### src/sv/vcom_rss_pkg.sv
// vcom_rss_pkg: shared constants for the vcom range sweep search block
// opcodes, status codes, register indexes and fixed widths
// no dependencies
package vcom_rss_pkg;

   localparam int CODE_BITS_DEF = 10;

   localparam int OPCODE_BITS  = 2;
   localparam int LEVEL_BITS   = 16;
   localparam int STATUS_BITS  = 3;
   localparam int DELAY_BITS   = 16;
   localparam int CSR_IDX_BITS = 2;
   localparam int CSR_DAT_BITS = 16;

   localparam logic [OPCODE_BITS-1:0] OP_START = 2'd0;
   localparam logic [OPCODE_BITS-1:0] OP_TICK  = 2'd1;
   localparam logic [OPCODE_BITS-1:0] OP_EXIT  = 2'd2;

   localparam logic [STATUS_BITS-1:0] STATUS_IDLE    = 3'd0;
   localparam logic [STATUS_BITS-1:0] STATUS_RUNNING = 3'd1;
   localparam logic [STATUS_BITS-1:0] STATUS_DONE    = 3'd2;
   localparam logic [STATUS_BITS-1:0] STATUS_ERROR   = 3'd3;
   localparam logic [STATUS_BITS-1:0] STATUS_EXITED  = 3'd4;

   localparam logic [CSR_IDX_BITS-1:0] REG_VCOM_LOW  = 2'd0;
   localparam logic [CSR_IDX_BITS-1:0] REG_VCOM_HIGH = 2'd1;
   localparam logic [CSR_IDX_BITS-1:0] REG_VCOM_STEP = 2'd2;
   localparam logic [CSR_IDX_BITS-1:0] REG_SETTLE_MS = 2'd3;

   localparam logic [9:0]            VCOM_HIGH_RST = 10'd1023;
   localparam logic [DELAY_BITS-1:0] SETTLE_RST    = 16'd100;
   localparam logic [DELAY_BITS-1:0] DELAY_MAX     = 16'hFFFF;
   localparam logic [LEVEL_BITS-1:0] MIN_FLICKER   = 16'd10;
   localparam int                    RAMP_STEP     = 8;

endpackage

### src/sv/vcom_rss_if.sv
// vcom_rss interfaces: request, response and register write channels
// valid/ready handshake, one beat per accepted edge
// depends on vcom_rss_pkg
interface vcom_rss_req_if;
   import vcom_rss_pkg::*;
   logic                   valid;
   logic                   ready;
   logic [OPCODE_BITS-1:0] opcode;
   logic                   meas_ok;
   logic [LEVEL_BITS-1:0]  flicker;
   modport source (output valid, opcode, meas_ok, flicker, input ready);
   modport sink   (input valid, opcode, meas_ok, flicker, output ready);
endinterface

interface vcom_rss_rsp_if #(parameter int CODE_BITS = vcom_rss_pkg::CODE_BITS_DEF);
   import vcom_rss_pkg::*;
   logic                   valid;
   logic                   ready;
   logic                   write_valid;
   logic [CODE_BITS-1:0]   write_value;
   logic [STATUS_BITS-1:0] status;
   logic [CODE_BITS-1:0]   best_vcom;
   modport source (output valid, write_valid, write_value, status, best_vcom, input ready);
   modport sink   (input valid, write_valid, write_value, status, best_vcom, output ready);
endinterface

interface vcom_rss_csr_if;
   import vcom_rss_pkg::*;
   logic                    valid;
   logic                    ready;
   logic [CSR_IDX_BITS-1:0] index;
   logic [CSR_DAT_BITS-1:0] data;
   modport source (output valid, index, data, input ready);
   modport sink   (input valid, index, data, output ready);
endinterface

### src/sv/vcom_range_sweep_search.sv
// vcom_range_sweep_search: top level, sweep / ramp / confirm sequencer for vcom trimming
// depends on vcom_rss_pkg and the vcom_rss interfaces
//
// Takes one request beat per clock (start, millisecond tick or key exit) and returns
// exactly one response beat for each, through the output register. The sequencer
// updates its state in the accept cycle with one saturating add, one compare against
// settle_ms and one code add/compare; the response goes into an output register
// backed by a one-entry skid stage, so requests keep flowing while a response waits.
// req_ch.ready drops only while the skid stage holds a beat. Registers are written
// at any time through csr_ch (always ready) and should change only while idle.
module vcom_range_sweep_search #(
   parameter int CODE_BITS = vcom_rss_pkg::CODE_BITS_DEF
) (
   input  logic             clock,
   input  logic             reset,
   vcom_rss_req_if.sink     req_ch,
   vcom_rss_rsp_if.source   rsp_ch,
   vcom_rss_csr_if.sink     csr_ch
);
   import vcom_rss_pkg::*;

   localparam int WIDE_BITS = CODE_BITS + 1;
   localparam logic [CODE_BITS-1:0] HIGH_RST  = CODE_BITS'(VCOM_HIGH_RST);
   localparam logic [WIDE_BITS-1:0] RAMP_WIDE = WIDE_BITS'(RAMP_STEP);

   typedef enum logic [2:0] {
      PH_IDLE, PH_FIRST, PH_SWEEP, PH_RAMP, PH_CONFIRM, PH_DONE, PH_ERROR, PH_EXITED
   } phase_type;

   // config
   logic [CODE_BITS-1:0]  vcom_low_ff, vcom_high_ff, vcom_step_ff;
   logic [DELAY_BITS-1:0] settle_ms_ff;

   // sequencer state
   phase_type             phase_ff, phase_in;
   logic [WIDE_BITS-1:0]  cur_code_ff, cur_code_in;
   logic [CODE_BITS-1:0]  best_code_ff, best_code_in;
   logic [LEVEL_BITS-1:0] best_level_ff, best_level_in;
   logic                  have_best_ff, have_best_in;
   logic [DELAY_BITS-1:0] delay_ff, delay_in;

   // output buffer
   logic                   out_valid_ff, skid_valid_ff;
   logic                   out_wv_ff, skid_wv_ff;
   logic [CODE_BITS-1:0]   out_wval_ff, skid_wval_ff;
   logic [STATUS_BITS-1:0] out_status_ff, skid_status_ff;
   logic [CODE_BITS-1:0]   out_best_ff, skid_best_ff;

   logic                   accept, running, bad_reading, out_free;
   logic [DELAY_BITS-1:0]  delay_inc;
   logic [WIDE_BITS-1:0]   next_code, ramp_limit;
   logic                   wv_in;
   logic [CODE_BITS-1:0]   wval_in;
   logic [STATUS_BITS-1:0] status_in;

   assign accept       = req_ch.valid && req_ch.ready;
   assign req_ch.ready = !skid_valid_ff;
   assign csr_ch.ready = 1'b1;
   assign out_free     = !out_valid_ff || rsp_ch.ready;

   assign running     = (phase_ff == PH_FIRST) || (phase_ff == PH_SWEEP) ||
                        (phase_ff == PH_RAMP) || (phase_ff == PH_CONFIRM);
   assign bad_reading = !req_ch.meas_ok || (req_ch.flicker < MIN_FLICKER);
   assign delay_inc   = (delay_ff == DELAY_MAX) ? delay_ff : delay_ff + 1'b1;
   assign next_code   = cur_code_ff + {1'b0, vcom_step_ff};
   assign ramp_limit  = {1'b0, best_code_ff} + RAMP_WIDE;

   always_comb begin
      phase_in      = phase_ff;
      cur_code_in   = cur_code_ff;
      best_code_in  = best_code_ff;
      best_level_in = best_level_ff;
      have_best_in  = have_best_ff;
      delay_in      = delay_ff;
      wv_in         = 1'b0;
      wval_in       = '0;
      if (accept) begin
         case (req_ch.opcode)
            OP_START: begin
               phase_in      = PH_FIRST;
               cur_code_in   = {1'b0, vcom_low_ff};
               best_code_in  = '0;
               best_level_in = '0;
               have_best_in  = 1'b0;
               delay_in      = '0;
            end
            OP_EXIT: begin
               if (running) phase_in = PH_EXITED;
            end
            OP_TICK: begin
               if (running) begin
                  if (delay_inc >= settle_ms_ff) begin
                     delay_in = '0;
                     case (phase_ff)
                        PH_FIRST: begin
                           wv_in    = 1'b1;
                           wval_in  = cur_code_ff[CODE_BITS-1:0];
                           phase_in = PH_SWEEP;
                        end
                        PH_SWEEP: begin
                           if (bad_reading) begin
                              phase_in = PH_ERROR;
                           end else begin
                              if (!have_best_ff || req_ch.flicker < best_level_ff) begin
                                 have_best_in  = 1'b1;
                                 best_level_in = req_ch.flicker;
                                 best_code_in  = cur_code_ff[CODE_BITS-1:0];
                              end
                              cur_code_in = next_code;
                              if (next_code <= {1'b0, vcom_high_ff}) begin
                                 wv_in   = 1'b1;
                                 wval_in = next_code[CODE_BITS-1:0];
                              end else begin
                                 phase_in = PH_RAMP;
                              end
                           end
                        end
                        PH_RAMP: begin
                           wv_in = 1'b1;
                           if (cur_code_ff > ramp_limit) begin
                              cur_code_in = cur_code_ff - RAMP_WIDE;
                              wval_in     = cur_code_in[CODE_BITS-1:0];
                           end else begin
                              cur_code_in = {1'b0, best_code_ff};
                              wval_in     = best_code_ff;
                              phase_in    = PH_CONFIRM;
                           end
                        end
                        default: begin
                           phase_in = bad_reading ? PH_ERROR : PH_DONE;
                        end
                     endcase
                  end else begin
                     delay_in = delay_inc;
                  end
               end
            end
            default: ;
         endcase
      end
   end

   always_comb begin
      case (phase_in)
         PH_IDLE:   status_in = STATUS_IDLE;
         PH_DONE:   status_in = STATUS_DONE;
         PH_ERROR:  status_in = STATUS_ERROR;
         PH_EXITED: status_in = STATUS_EXITED;
         default:   status_in = STATUS_RUNNING;
      endcase
   end

   always_ff @(posedge clock) begin
      if (reset) begin
         vcom_low_ff   <= '0;
         vcom_high_ff  <= HIGH_RST;
         vcom_step_ff  <= CODE_BITS'(1);
         settle_ms_ff  <= SETTLE_RST;
         phase_ff      <= PH_IDLE;
         cur_code_ff   <= '0;
         best_code_ff  <= '0;
         best_level_ff <= '0;
         have_best_ff  <= 1'b0;
         delay_ff      <= '0;
         out_valid_ff  <= 1'b0;
         skid_valid_ff <= 1'b0;
      end else begin
         if (csr_ch.valid) begin
            case (csr_ch.index)
               REG_VCOM_LOW:  vcom_low_ff  <= csr_ch.data[CODE_BITS-1:0];
               REG_VCOM_HIGH: vcom_high_ff <= csr_ch.data[CODE_BITS-1:0];
               REG_VCOM_STEP: vcom_step_ff <= csr_ch.data[CODE_BITS-1:0];
               REG_SETTLE_MS: settle_ms_ff <= csr_ch.data;
               default: ;
            endcase
         end
         phase_ff      <= phase_in;
         cur_code_ff   <= cur_code_in;
         best_code_ff  <= best_code_in;
         best_level_ff <= best_level_in;
         have_best_ff  <= have_best_in;
         delay_ff      <= delay_in;
         // response beat lands in the output register, or in the skid stage when held
         if (out_free) begin
            if (skid_valid_ff) begin
               out_valid_ff  <= 1'b1;
               out_wv_ff     <= skid_wv_ff;
               out_wval_ff   <= skid_wval_ff;
               out_status_ff <= skid_status_ff;
               out_best_ff   <= skid_best_ff;
               skid_valid_ff <= 1'b0;
            end else begin
               out_valid_ff  <= accept;
               out_wv_ff     <= wv_in;
               out_wval_ff   <= wval_in;
               out_status_ff <= status_in;
               out_best_ff   <= best_code_in;
            end
         end else if (accept) begin
            skid_valid_ff  <= 1'b1;
            skid_wv_ff     <= wv_in;
            skid_wval_ff   <= wval_in;
            skid_status_ff <= status_in;
            skid_best_ff   <= best_code_in;
         end
      end
   end

   assign rsp_ch.valid       = out_valid_ff;
   assign rsp_ch.write_valid = out_wv_ff;
   assign rsp_ch.write_value = out_wval_ff;
   assign rsp_ch.status      = out_status_ff;
   assign rsp_ch.best_vcom   = out_best_ff;

`ifndef SYNTH
   a_skid_behind_out: assert property (@(posedge clock) disable iff (reset)
      skid_valid_ff |-> out_valid_ff)
      else $error("skid stage holds a beat while output register is empty");

   a_wval_zero: assert property (@(posedge clock) disable iff (reset)
      out_valid_ff && !out_wv_ff |-> out_wval_ff == '0)
      else $error("write_value not zero without write_valid");

   a_start_first: assert property (@(posedge clock) disable iff (reset)
      accept && req_ch.opcode == OP_START |=> phase_ff == PH_FIRST && delay_ff == '0)
      else $error("start did not restart the sweep");

   a_done_sticky: assert property (@(posedge clock) disable iff (reset)
      (phase_ff == PH_DONE || phase_ff == PH_ERROR || phase_ff == PH_EXITED) &&
      !(accept && req_ch.opcode == OP_START) |=> $stable(phase_ff))
      else $error("finished search left its end phase without a start");

   a_delay_bound: assert property (@(posedge clock) disable iff (reset)
      accept && req_ch.opcode == OP_TICK && running |=> delay_ff < settle_ms_ff ||
      delay_ff == '0)
      else $error("delay counter passed settle time without acting");
`endif

endmodule

### src/flat_wrapper.sv
// flat-port wrapper written by rule: the top's interface ports become plain ports
module vcom_range_sweep_search_flat import vcom_rss_pkg::*;
#(
   parameter int CODE_BITS = vcom_rss_pkg::CODE_BITS_DEF
)
  (clock, reset, req_ch_valid, req_ch_opcode, req_ch_meas_ok, req_ch_flicker, req_ch_ready, rsp_ch_valid, rsp_ch_write_valid, rsp_ch_write_value, rsp_ch_status, rsp_ch_best_vcom, rsp_ch_ready, csr_ch_valid, csr_ch_index, csr_ch_data, csr_ch_ready);
  vcom_rss_req_if req_ch_i ();
  vcom_rss_rsp_if #(.CODE_BITS(CODE_BITS)) rsp_ch_i ();
  vcom_rss_csr_if csr_ch_i ();
  input  logic clock;
  input  logic reset;
  input wire logic [$bits(req_ch_i.valid)-1:0] req_ch_valid;
  input wire logic [$bits(req_ch_i.opcode)-1:0] req_ch_opcode;
  input wire logic [$bits(req_ch_i.meas_ok)-1:0] req_ch_meas_ok;
  input wire logic [$bits(req_ch_i.flicker)-1:0] req_ch_flicker;
  output wire logic [$bits(req_ch_i.ready)-1:0] req_ch_ready;
  output wire logic [$bits(rsp_ch_i.valid)-1:0] rsp_ch_valid;
  output wire logic [$bits(rsp_ch_i.write_valid)-1:0] rsp_ch_write_valid;
  output wire logic [$bits(rsp_ch_i.write_value)-1:0] rsp_ch_write_value;
  output wire logic [$bits(rsp_ch_i.status)-1:0] rsp_ch_status;
  output wire logic [$bits(rsp_ch_i.best_vcom)-1:0] rsp_ch_best_vcom;
  input wire logic [$bits(rsp_ch_i.ready)-1:0] rsp_ch_ready;
  input wire logic [$bits(csr_ch_i.valid)-1:0] csr_ch_valid;
  input wire logic [$bits(csr_ch_i.index)-1:0] csr_ch_index;
  input wire logic [$bits(csr_ch_i.data)-1:0] csr_ch_data;
  output wire logic [$bits(csr_ch_i.ready)-1:0] csr_ch_ready;
  assign req_ch_i.valid = req_ch_valid;
  assign req_ch_i.opcode = req_ch_opcode;
  assign req_ch_i.meas_ok = req_ch_meas_ok;
  assign req_ch_i.flicker = req_ch_flicker;
  assign req_ch_ready = req_ch_i.ready;
  assign rsp_ch_valid = rsp_ch_i.valid;
  assign rsp_ch_write_valid = rsp_ch_i.write_valid;
  assign rsp_ch_write_value = rsp_ch_i.write_value;
  assign rsp_ch_status = rsp_ch_i.status;
  assign rsp_ch_best_vcom = rsp_ch_i.best_vcom;
  assign rsp_ch_i.ready = rsp_ch_ready;
  assign csr_ch_i.valid = csr_ch_valid;
  assign csr_ch_i.index = csr_ch_index;
  assign csr_ch_i.data = csr_ch_data;
  assign csr_ch_ready = csr_ch_i.ready;
  vcom_range_sweep_search #(.CODE_BITS(CODE_BITS)) u_core (.clock(clock), .reset(reset), .req_ch(req_ch_i), .rsp_ch(rsp_ch_i), .csr_ch(csr_ch_i));
endmodule
### config.mk
export PLATFORM = sky130hd
export DESIGN_NAME = vcom_range_sweep_search_flat
export DESIGN_NICKNAME = d
export VERILOG_FILES = /design/src/sv/vcom_rss_pkg.sv /design/src/sv/vcom_rss_if.sv /design/src/sv/vcom_range_sweep_search.sv /design/src/flat_wrapper.sv
export SDC_FILE = /design/constraint.sdc
export NUM_CORES = 1
export LEC_CHECK = 0
export ABC_AREA = 1
export BUFFER_PORTS_ARGS = -buffer_cell sky130_fd_sc_hd__clkbuf_2
export CORE_ASPECT_RATIO = 0.5
export CORE_MARGIN = 1.5
export CORE_UTILIZATION = 50
export DETAILED_ROUTE_END_ITERATION = 8
export PLACE_DENSITY = 0.67
export SLEW_MARGIN = 20
export SYNTH_ARGS = -nofsm -noshare
export SYNTH_HDL_FRONTEND = slang
export SYNTH_SLANG_ARGS = --single-unit
### constraint.sdc
create_clock -name clock -period 3.7 [get_ports clock]
set_input_delay 0.185 -clock clock [delete_from_list [all_inputs] [get_ports clock]]
set_output_delay 0.185 -clock clock [all_outputs]
set_load 0.005 [all_outputs]
==> qor.txt <==
WP data arrival - 3850 ps
Tcrit/Tclk final - 99.0%
CTS tree - built
Die area - 18500 um2
Net Sw Frac - 27.1%
Final wirelength - 22100 um
Synth Warn # - 0
Layout Cells excl Fill - 1499
Net count after synthesis - 1269
Combinational share of power - 13.3%
Worst hold slack - 15.7 ps
Outcome - complete, no violations
Core Area - 17300 um2
Largest net degree at the start of global routing - 50
Fin Setup TNS - 0 ps
Synth unique cells - 48
GR peak layer - met2
Final setup viols - 0
Clock Skews - 9.62 ps
H-tree depth - 4
Post-synthesis sequential area ratio - 40.2%
Worst-skew pair later-pin latency - 430 ps
CTS root buffer - clkbuf_16
F_max - 273 MHz
Max Slew Vio Count - 0
Clock Sinks - 153
Drt via density - 5.23
WL/cell - 14.8 um
Area after DPL - 9550 um2
Sequential power share - 45.5%
M3 GR Usage - 4.75%
Initial Util - 50.9%
Post-route cell area - 10500 um2
Row count - 34
Vias in the first global route - 7351
Worst setup margin - 38.5 ps
CTS clock-pin slew for the worst setup and hold paths - 60 ps
Max Buffers Root-to-Sink - 2
Async SR Flop Fraction - 0%
Predominant post-synthesis flop cell - dfxtp_1
Power, Total - 3.98 mW
Unrepaired setup endpoints after global routing - yes
Port bufs - 67
Slew HR - 29.1%
Post-synth EDFFs - 48
Power density over the cells - 379 nW/um2
Hold Crit Class - input port to flip-flop
Seq cells post-synth - 153
Post-route DRC - 0
Cells after Synth - 1161
Slew @ Worst Pin - 1060 ps
DR pass1 iterations - 5
Synth Cell Area - 8810 um2
Met2 Track Usage GR - 37.1%
CP max FO - 5
Net total in the final layout - 1360
CP Launch Type - flip-flop
Pre-CTS WS - -65.8 ps
Minimum clock period - 3660 ps
First-pass GRT wire length - 35900 um
Grt ovf - 0
Global placement routability congestion - 0.939
Via Count - 7842
All-Layer GR Usage - 24.3%
Core Util, Final - 60.7%
CP required - 3890 ps
CTS Buf Count - 17
Max-cap viol count - 0
Peak supply drop - 0.316 mV
Area grow syn2layout - 19.2%
Mean post-synth cell area - 7.59 um2
Net Switching - 1.08 mW
Proportion of power drawn by the clock network - 41.2%
Critical path type - flip-flop to flip-flop
Filler cells - 1583
Leakage - 4.69 nW
Initial antenna violation count - 1
DIE HEIGHT - 96.9 um
Share of layout cells above drive strength 1 - 19.7%
Placed cells - 1455
Chip width - 191 um
Io pins - 69
P_int - 2.90 mW
Hold Fails Final Rpt - 0
Antenna Nets Post-Route - 0
Post-DP HPWL - 16200 um
CP Capture Type - flip-flop
DR iter-0 viols - 486
M1 GR Usage - 34.8%
## synthesized netlist by cell type, drive strengths merged, types with 2 or more instances
cell type	n	share of area [%]
nand2	248	11
inv	171	7.3
nor2	135	6.3
dfxtp	105	24
a21oi	89	5.1
o21ai	86	5.2
ha	65	9.2
edfxtp	48	16
nand3	41	2.6
nand4	27	1.9
clkbuf	23	0.98
a22oi	21	1.8
o211ai	18	1.6
xor2	17	1.7
nor3	15	1.1
buf	13	0.84
xnor2	8	0.79
o22ai	7	0.50
and3	4	0.28
a31oi	3	0.28
o21a	3	0.26
o21bai	3	0.26
a211oi	2	0.17
a21boi	2	0.17
a21o	2	0.17
## critical path, cell delays in order, from the launching register on
cell and delay [ps]:
dfxtp_4 380, ha_4 140, nand2_2 50, inv_2 50
nand4_1 90, nor2_1 160, nand4_1 140, nor2_2 180
nand3_2 100, inv_2 100, a21oi_2 50, xor2_1 170
ha_1 330, nand4_1 150, nor3_4 270, nand3_2 150
nand3_4 130, nand2_4 100, nor2_2 100, nand3_1 80
nand2_1 90, nand2_2 80, nand2_4 100, nand3_2 80
and2_4 170
## layer usage
metal,vias up,share of wire [%]
li1,4020,-
met1,3610,49
met2,185,44
met3,27,5.5
met4,0,1.3
met5,-,0
## cell families (layout without fill, tap and decap cells)
kind of cell | after synthesis | after routing | share of synthesized area [%]
AOI/OAI and AO/OA | 236 | 236 | 15.5
DFF | 153 | 153 | 40.2
xor gates and xnor gates | 25 | 25 | 2.48
adders and majority gates | 66 | 66 | 9.45
buffers and inverters | 207 | 310 | 9.10
other | 1 | 2 | 0.0425
and+or+nand+nor | 473 | 473 | 23.2
## path summary, 6_finish.rpt
check,start,end,slack [ps],depth (start not counted)
max,u_core.delay_ff[0]$_SDFFE_PP0P_,u_core.skid_status_ff[0]$_DFFE_PP_,40,24
min,req_ch_flicker[12],u_core.best_level_ff[12]$_SDFFE_PP0P_,20,3
max reg2reg,u_core.delay_ff[0]$_SDFFE_PP0P_,u_core.skid_status_ff[0]$_DFFE_PP_,40,24
min reg2reg,u_core.settle_ms_ff[11]$_SDFFE_PP0P_,u_core.settle_ms_ff[11]$_SDFFE_PP0P_,460,2
## state kept, by name, indices dropped and copies added (netlist names), 3 cells and up
signal                     flops
u_core.phase_ff                3
u_core.cur_code_ff            11
u_core.vcom_high_ff           10
u_core.best_code_ff           10
u_core.skid_status_ff          3
u_core.rsp_ch.best_vcom       10
u_core.delay_ff               16
u_core.vcom_low_ff            10
u_core.skid_wval_ff           10
u_core.rsp_ch.status           3
u_core.vcom_step_ff           10
u_core.skid_best_ff           10
u_core.rsp_ch.write_value     10
u_core.settle_ms_ff           16
u_core.best_level_ff          16
## placed cells by master (no fill, tap or decap), types with 21 or more instances in the layout
cell type and instances:
nor2_1 117, buf_4 35, o21ai_0 53, nand4_1 27
inv_1 156, a21oi_1 77, nand2_1 234, a22oi_1 21
clkbuf_2 67, dfxtp_1 101, edfxtp_1 48, ha_1 62
nand3_1 31
## area by class of cell
class	count	area (um2)	area share, %
inverter	171	647	6.16
tap	234	293	2.79
sequential	153	3550	33.8
timing repair buffer	108	691	6.57
clock inverter	12	103	0.976
antenna	1	2.50	0.0238
multi-input combinational	801	4780	45.5
clock buffer	19	437	4.16
## power groups by stage
stage / clock network [mW] / registers (mW) / logic (mW)
floorplan: 0 / 1.84 / 0.311
global placement: 0 / 1.85 / 0.463
detailed placement: 0 / 1.85 / 0.475
CTS: 1.66 / 1.81 / 0.480
global route: 1.74 / 1.82 / 0.593
finish: 1.64 / 1.81 / 0.529
## what timing repair did
item | CTS | global route
setup buffers | 0 | 11
endpoints found under the hold margin | 1 | 0
gates resized for setup | 5 | 85
hold buffers | 1 | 0
endpoints found under the setup margin | 16 | 105
pin swaps | 0 | 32
No activity file was read; power rests on OpenSTA's default activity.
